<file path="src/design/inverse_fourier_time_synthesis_assert.svh">
// ----------------------------------------------------------------------------
// Assertion macros
// Clocked check macros used by the asserting file of the block.
// ----------------------------------------------------------------------------
`ifndef INVERSE_FOURIER_TIME_SYNTHESIS_ASSERT_SVH
`define INVERSE_FOURIER_TIME_SYNTHESIS_ASSERT_SVH
`ifndef SYNTH
`define IFTS_ASSERT(lbl, expr) \
    lbl: assert property (@(posedge clk) disable iff (!rst_n) (expr)) \
        else $error("assertion failed");
`define IFTS_ASSERT_IMP(lbl, ante, cons) \
    lbl: assert property (@(posedge clk) disable iff (!rst_n) (ante) |-> (cons)) \
        else $error("assertion failed");
`else
`define IFTS_ASSERT(lbl, expr)
`define IFTS_ASSERT_IMP(lbl, ante, cons)
`endif
`endif

</file>
<file path="src/design/ifts_pkg.sv">
// ----------------------------------------------------------------------------
// ifts_pkg
// Shared types and constants of the inverse Fourier time synthesis block.
// ----------------------------------------------------------------------------
package ifts_pkg;

    typedef struct packed {
        logic [15:0]        sample_index;
        logic [31:0]        angular_freq;
        logic signed [31:0] coef_real;
        logic signed [31:0] coef_imag;
        logic               last_term;
    } item_t;

    typedef struct packed {
        logic       empty;
        logic       full;
        logic [1:0] count;
    } fifo_stat_t;

    localparam int CORDIC_STEPS = 24;
    localparam int XY_W = 44;
    localparam int Z_W = 32;
    localparam logic [21:0] INV_TWO_PI_Q24 = 22'd2670177;
    localparam logic [30:0] INV_PI_Q32 = 31'd1367130551;
    localparam logic signed [24:0] CORDIC_GAIN_Q24 = 25'sd10188014;

    localparam logic [7:0] REG_TIME_STEP = 8'd0;
    localparam logic [7:0] REG_FREQ_STEP = 8'd1;

    function automatic logic [27:0] atan_turn(input logic [4:0] i);
        logic [27:0] a;
        unique case (i)
            5'd0:    a = 28'd134217728;
            5'd1:    a = 28'd79233352;
            5'd2:    a = 28'd41864727;
            5'd3:    a = 28'd21251189;
            5'd4:    a = 28'd10666832;
            5'd5:    a = 28'd5338616;
            5'd6:    a = 28'd2669960;
            5'd7:    a = 28'd1335061;
            5'd8:    a = 28'd667541;
            5'd9:    a = 28'd333772;
            5'd10:   a = 28'd166886;
            5'd11:   a = 28'd83443;
            5'd12:   a = 28'd41721;
            5'd13:   a = 28'd20861;
            5'd14:   a = 28'd10430;
            5'd15:   a = 28'd5215;
            5'd16:   a = 28'd2608;
            5'd17:   a = 28'd1304;
            5'd18:   a = 28'd652;
            5'd19:   a = 28'd326;
            5'd20:   a = 28'd163;
            5'd21:   a = 28'd81;
            5'd22:   a = 28'd41;
            5'd23:   a = 28'd20;
            default: a = 28'd0;
        endcase
        return a;
    endfunction

endpackage

</file>
<file path="src/design/ifts_front.sv">
// ----------------------------------------------------------------------------
// ifts_front
// Input side: unpacks stream requests and queues them, two entries deep.
// ----------------------------------------------------------------------------
module ifts_front
    import ifts_pkg::*;
(
    input  logic         clk,
    input  logic         rst_n,
    input  logic         s_tvalid,
    output logic         s_tready,
    input  logic [111:0] s_tdata,  // sample_index, angular_freq, coef_real, coef_imag
    input  logic         s_tlast,  // last_term
    input  logic         pop,
    output item_t        head,
    output fifo_stat_t   stat
);

    item_t      mem_reg [2];
    logic       wr_ptr_reg, wr_ptr_next;
    logic       rd_ptr_reg, rd_ptr_next;
    logic [1:0] count_reg, count_next;
    logic       push;
    item_t      item_in;

    assign item_in.sample_index = s_tdata[15:0];
    assign item_in.angular_freq = s_tdata[47:16];
    assign item_in.coef_real    = s_tdata[79:48];
    assign item_in.coef_imag    = s_tdata[111:80];
    assign item_in.last_term    = s_tlast;

    assign s_tready   = (count_reg != 2'd2);
    assign push       = s_tvalid && s_tready;
    assign head       = mem_reg[rd_ptr_reg];
    assign stat.empty = (count_reg == 2'd0);
    assign stat.full  = (count_reg == 2'd2);
    assign stat.count = count_reg;

    always_comb
    begin
        wr_ptr_next = push ? ~wr_ptr_reg : wr_ptr_reg;
        rd_ptr_next = pop ? ~rd_ptr_reg : rd_ptr_reg;
        count_next  = count_reg + 2'(push) - 2'(pop);
    end

    always_ff @(posedge clk)
    begin
        if (push)
        begin
            mem_reg[wr_ptr_reg] <= item_in;
        end
    end

    always_ff @(posedge clk or negedge rst_n)
    begin
        if (!rst_n)
        begin
            wr_ptr_reg <= 1'b0;
            rd_ptr_reg <= 1'b0;
            count_reg  <= 2'd0;
        end
        else
        begin
            wr_ptr_reg <= wr_ptr_next;
            rd_ptr_reg <= rd_ptr_next;
            count_reg  <= count_next;
        end
    end

endmodule

</file>
<file path="config.mk">
export PLATFORM = sky130hd
export DESIGN_NAME = ifts_front
export DESIGN_NICKNAME = d
export VERILOG_FILES = /design/src/design/inverse_fourier_time_synthesis_assert.svh /design/src/design/ifts_pkg.sv /design/src/design/ifts_front.sv
export SDC_FILE = /design/constraint.sdc
export NUM_CORES = 1
export LEC_CHECK = 0
export ABC_AREA = 0
export BUFFER_PORTS_ARGS = -buffer_cell sky130_fd_sc_hd__buf_2
export CAP_MARGIN = 0
export CELL_PAD_IN_SITES_DETAIL_PLACEMENT = 2
export CELL_PAD_IN_SITES_GLOBAL_PLACEMENT = 2
export CORE_UTILIZATION = 31
export DETAILED_ROUTE_END_ITERATION = 6
export PLACE_DENSITY = 0.75
export SLEW_MARGIN = 10
export SYNTH_ARGS = -nofsm -noshare
export SYNTH_HDL_FRONTEND = slang
export SYNTH_SLANG_ARGS = --single-unit
export TNS_END_PERCENT = 1
</file>
<file path="constraint.sdc">
create_clock -name clk -period 11.5 [get_ports clk]
set_input_delay 1.725 -clock clk [delete_from_list [all_inputs] [get_ports clk]]
set_output_delay 1.725 -clock clk [all_outputs]
set_load 0.1 [all_outputs]
</file>
==> results of run 1 <==
## through the flow
step                instances  util, %  setup slack (ns)  hold slack, ns
floorplan                 369        -              4.05           0.461
finish                   1014     40.8              6.57           0.538
global route             1013     40.8              6.34           0.558
CTS                      1013     40.8              6.43           0.540
detailed placement        965     37.5              7.00           0.525
global placement          965     37.5              7.10           0.512
## final cells by class
type	count	share of cell area, %
diodes	1	0.0226
clock buffers	36	6.60
flip-flops and latches	230	62.3
clock inverters	12	1.53
inverters	2	0.0679
well taps	372	4.21
repair buffers	237	10.8
multi-input cells	124	14.4
## worst max-delay path, stage by stage (launching register included)
cell and delay [ns]:
dfrtp_4 1.16, buf_4 0.75, mux2_2 0.30, buf_2 0.42
## layout by cell type, fill, tap and decap left out, types with 2 or more instances in the layout
cell type   instances
buf_2             234
edfxtp_1          226
mux2_4             60
mux2_2             53
clkbuf_16          27
clkbuf_1            7
clkinvlp_4          4
bufinv_16           4
xnor2_1             3
clkinv_2            3
dfrtp_1             3
buf_4               3
inv_1               2
ha_1                2
clkbuf_8            2
## cells in the mapped netlist
cell / count
edfxtp_1: 226
mux2_4: 60
mux2_2: 53
buf_6: 7
buf_2: 5
dfrtp_1: 4
xnor2_1: 3
ha_1: 2
inv_1: 2
nor2_1: 2
and3_1: 1
buf_8: 1
nand2_1: 1
nand2b_1: 1
xor2_1: 1
## worst max path at each step
| stage | slack, ns | from | end |
|---|---|---|---|
| after global routing | 6.34 | rd_ptr_reg | head[112] |
| final | 6.57 | rd_ptr_reg | head[112] |
| after global placement | 7.10 | rd_ptr_reg | head[112] |
| after CTS | 6.43 | rd_ptr_reg | head[112] |
| after floorplan | 4.05 | count_reg[0] | mem_reg[0][0] |
| after detailed placement | 7.00 | rd_ptr_reg | head[112] |
## kinds of logic after synthesis
family	Yosys count	synth area share, %
muxes	113	17.4
xor gates and xnor gates	4	0.408
DFF	230	80.1
and+or+nand+nor	5	0.277
buffers and inverters	15	1.47
adders and majority gates	2	0.291
## layer usage
| metal | part of all wire, % | vias to the layer above |
|---|---|---|
| met1 | 39 | 2266 |
| li1 | - | 1968 |
| met4 | 1.4 | 6 |
| met2 | 52 | 172 |
| met5 | 0.19 | - |
| met3 | 6.8 | 31 |
==> run summary, run 1 <==
drt drc: 0
TNS Setup: 0 ns
fin area: 11100 µm²
total CTS buffers: 26
slew of the pin with the lowest slew margin: 1.18 ns
Via-to-Cell Ratio: 4.38
Area Overhead vs Synth: 28.6%
R2R depth: 4
die area: 28400 µm²
first-pass GRT wire length: 28900 µm
initial core utilization: 31.7%
Crit Path Max Fanout: 69
Synth area leader: edfxtp_1
Core Region: 27100 µm²
Area contributors post-synth: edfxtp_1, mux2_4, mux2_2, dfrtp_1, buf_6
global-route usage over all layers: 13.4%
GR Util met3: 3.95%
RePlAce Congestion: 0.725
unique cell type count in the Yosys netlist: 15
Setup Skew: 0.0115 ns
Final Hold Viols: 0
crit path kind: reg -> out
number of fill cells in the layout: 2634
Worst Hold End: count_reg[1]
CTS tree: built
DRT Wirelength: 19600 µm
Multi-input gate area: 1590 µm²
grt ovf: 0
Tmin final: 4.93 ns
number of global-route vias before repair: 4931
die height: 169 µm
Tcrit/Tclk final: 42.8%
met2 usage: 24.7%
Hold Path Stages: 1
Rel. slew slack: 21.1%
post-synthesis cell area: 8590 µm²
register area share after synthesis: 80.1%
Iter 0 DRT Violations: 254
DRT Pass-1 Iters: 4
Final Max Tran Viols: 0
largest net degree at the start of global routing: 79
post-CTS sizing: 0
CP arrival: 3.20 ns
Max clock buf depth: 3
share of cells above drive strength 1: 61.3%
Avg WL per Cell: 19.3 µm
R2R Setup Slk: 8.35 ns
initial antenna violation count: 5
Synth Instances: 369
r2r endpoint: mem_reg[0][107]
CTS clk-pin slew, worst paths: 0.06 ns
clock root cell: clkbuf_16
Antenna Nets Post-Route: 0
Max-Cap Viols: 0
final setup fails: 0
Placed Area: 10200 µm²
Ys Warns: 0
CTS H-Tree Depth: 1
clock latency on the worst-skew pair: 0.51 ns
Sequential Area: 6890 µm²
required time of the critical path: 9.78 ns
#FFs+latches synth: 230
Hold WC Path Type: reg -> reg
Net Count, Synth: 488
run status: finished, final reports clean
GRT busiest layer: met2
setup bufs post-CTS: 0
die width: 169 µm
nature of the critical path endpoint: output port
# rows: 60
DP HPWL: 13000 µm
CP Launch Type: flip-flop
Post-CTS Hold Buffers: 0
Boundary Pins: 235
port bufs: 234
HP Start: count_reg[1]
reg2reg start: count_reg[1]
max FFs per register: 226
# nets final: 740
global-route track usage on met1: 15.4%
clock sink count: 230
syn avg cell area: 23.3 µm²
RSZ-0062 raised after global routing: no
top cell type's share of synthesized area: 79.0%
Via Count: 4443
highest clock rate: 0.203 GHz
Power of run 1 is left out: the tool's default activity adds up to more than one toggle a clock period on the data nets, which glitch-free logic cannot reach.
==> run 2, diff against run 1 <==
==> constraint.sdc (replaced) <==
create_clock -name clk -period 4.9 [get_ports clk]
set_input_delay 0.735 -clock clk [delete_from_list [all_inputs] [get_ports clk]]
set_output_delay 0.735 -clock clk [all_outputs]
set_load 0.1 [all_outputs]
==> run summary, run 2 (synthesis gave the netlist of run 1 again) <==
run status: finished, final reports clean
diodes inserted: 0
highest clock rate: 0.292 GHz
fin worst setup slack: 1.47 ns
setup bufs post-CTS: 0
nature of the critical path endpoint: output port
initial core utilization: 31.7%
clock root cell: clkbuf_16
commonest non-fill, non-tap cells in the layout: buf_2, edfxtp_1, mux2_4
crit path capture: head[38]
total CTS buffers: 27
Core Region: 27100 µm²
Tmin final: 3.43 ns
clock latency on the worst-skew pair: 0.52 ns
reg2reg start: count_reg[0]
Placed Cells: 967
Hold WC Path Type: in -> reg
CP arrival: 2.69 ns
drt drc: 0
slew of the pin with the lowest slew margin: 0.844 ns
Boundary Pins: 235
grt ovf: 0
first-pass GRT wire length: 30200 µm
R2R Setup Slk: 2.47 ns
minimum hold slack: 0.405 ns
CTS H-Tree Depth: 1
RePlAce Congestion: 0.733
final setup fails: 0
Rel. slew slack: 43.7%
Max-Cap Viols: 0
clock sink count: 230
die width: 169 µm
Via Count: 4397
Crit Path Max Fanout: 47
die area: 28400 µm²
Placed Area: 10200 µm²
RSZ-0062 raised after global routing: no
CP startpoint: rd_ptr_reg
# rows: 60
fin area: 11100 µm²
die height: 169 µm
largest net degree at the start of global routing: 95
CP Launch Type: flip-flop
CTS tree: built
DP HPWL: 13800 µm
Final Hold Viols: 0
R2R depth: 4
Antenna Nets Post-Route: 0
Avg WL per Cell: 19.7 µm
most common cell after layout, fill and taps aside: buf_2
DP Worst Slack: 1.97 ns
Setup Skew: 0.0110 ns
Non-Filler Instances: 1017
DRT Pass-1 Iters: 4
initial antenna violation count: 0
port bufs: 234
number of global-route vias before repair: 5132
# nets final: 744
global-route usage over all layers: 14.0%
CTS clk-pin slew, worst paths: 0.06 ns
Via-to-Cell Ratio: 4.32
r2r endpoint: mem_reg[0][105]
DRT Wirelength: 20100 µm
Iter 0 DRT Violations: 215
Final Max Tran Viols: 0
max FFs per register: 226
required time of the critical path: 4.16 ns
share of cells above drive strength 1: 60.9%
Area Overhead vs Synth: 29.5%
Tcrit/Tclk final: 70.0%
Max clock buf depth: 3
crit path kind: reg -> out
[run 2: what timing repair did]
action                                 in CTS  in global routing
resized for setup                           0                  0
endpoints found under the hold margin       4                  0
hold buffers                                1                  0
[run 2: layout make-up]
type / count / area (µm²)
clock buffer: 32 / 694
clock inverter: 17 / 230
fill: 2613 / 16000
inverter: 2 / 7.51
multi-input combinational: 124 / 1590
sequential: 230 / 6890
tap: 372 / 465
timing repair buffer: 240 / 1240
[run 2: metal layers]
layer | track usage, % | share of wire [%] | up-vias
li1 | - | - | 1970
met1 | 15.3 | 37 | 2216
met2 | 26.2 | 53 | 177
met3 | 4.33 | 7.7 | 34
met4 | 3.12 | 2.1 | 0
met5 | 0 | 0 | -
[run 2: worst min path at each step]
stage | startpoint | endpoint | slack [ns] | depth (start not counted)
after floorplan | rst_n | count_reg[0] | 0.44 | 0
after global placement | rst_n | count_reg[0] | 0.54 | 1
after detailed placement | rst_n | count_reg[1] | 0.55 | 1
after CTS | s_tdata[12] | mem_reg[0][109] | 0.38 | 1
after global routing | s_tdata[12] | mem_reg[1][109] | 0.38 | 1
final | s_tdata[101] | mem_reg[1][22] | 0.41 | 1
[run 2: critical path, cell delays in order (launching register included)]
cell and delay, ns:
dfrtp_4 0.98, buf_4 0.48, mux2_2 0.40, buf_2 0.30
[run 2: stage by stage]
stage | util [%] | setup TNS [ns]
detailed placement | 37.6 | 0
global placement | 37.6 | 0
finish | 41.1 | 0
global route | 41.1 | 0
CTS | 41.1 | 0
floorplan | - | -27.07
Power of run 2 is left out for the same reason.
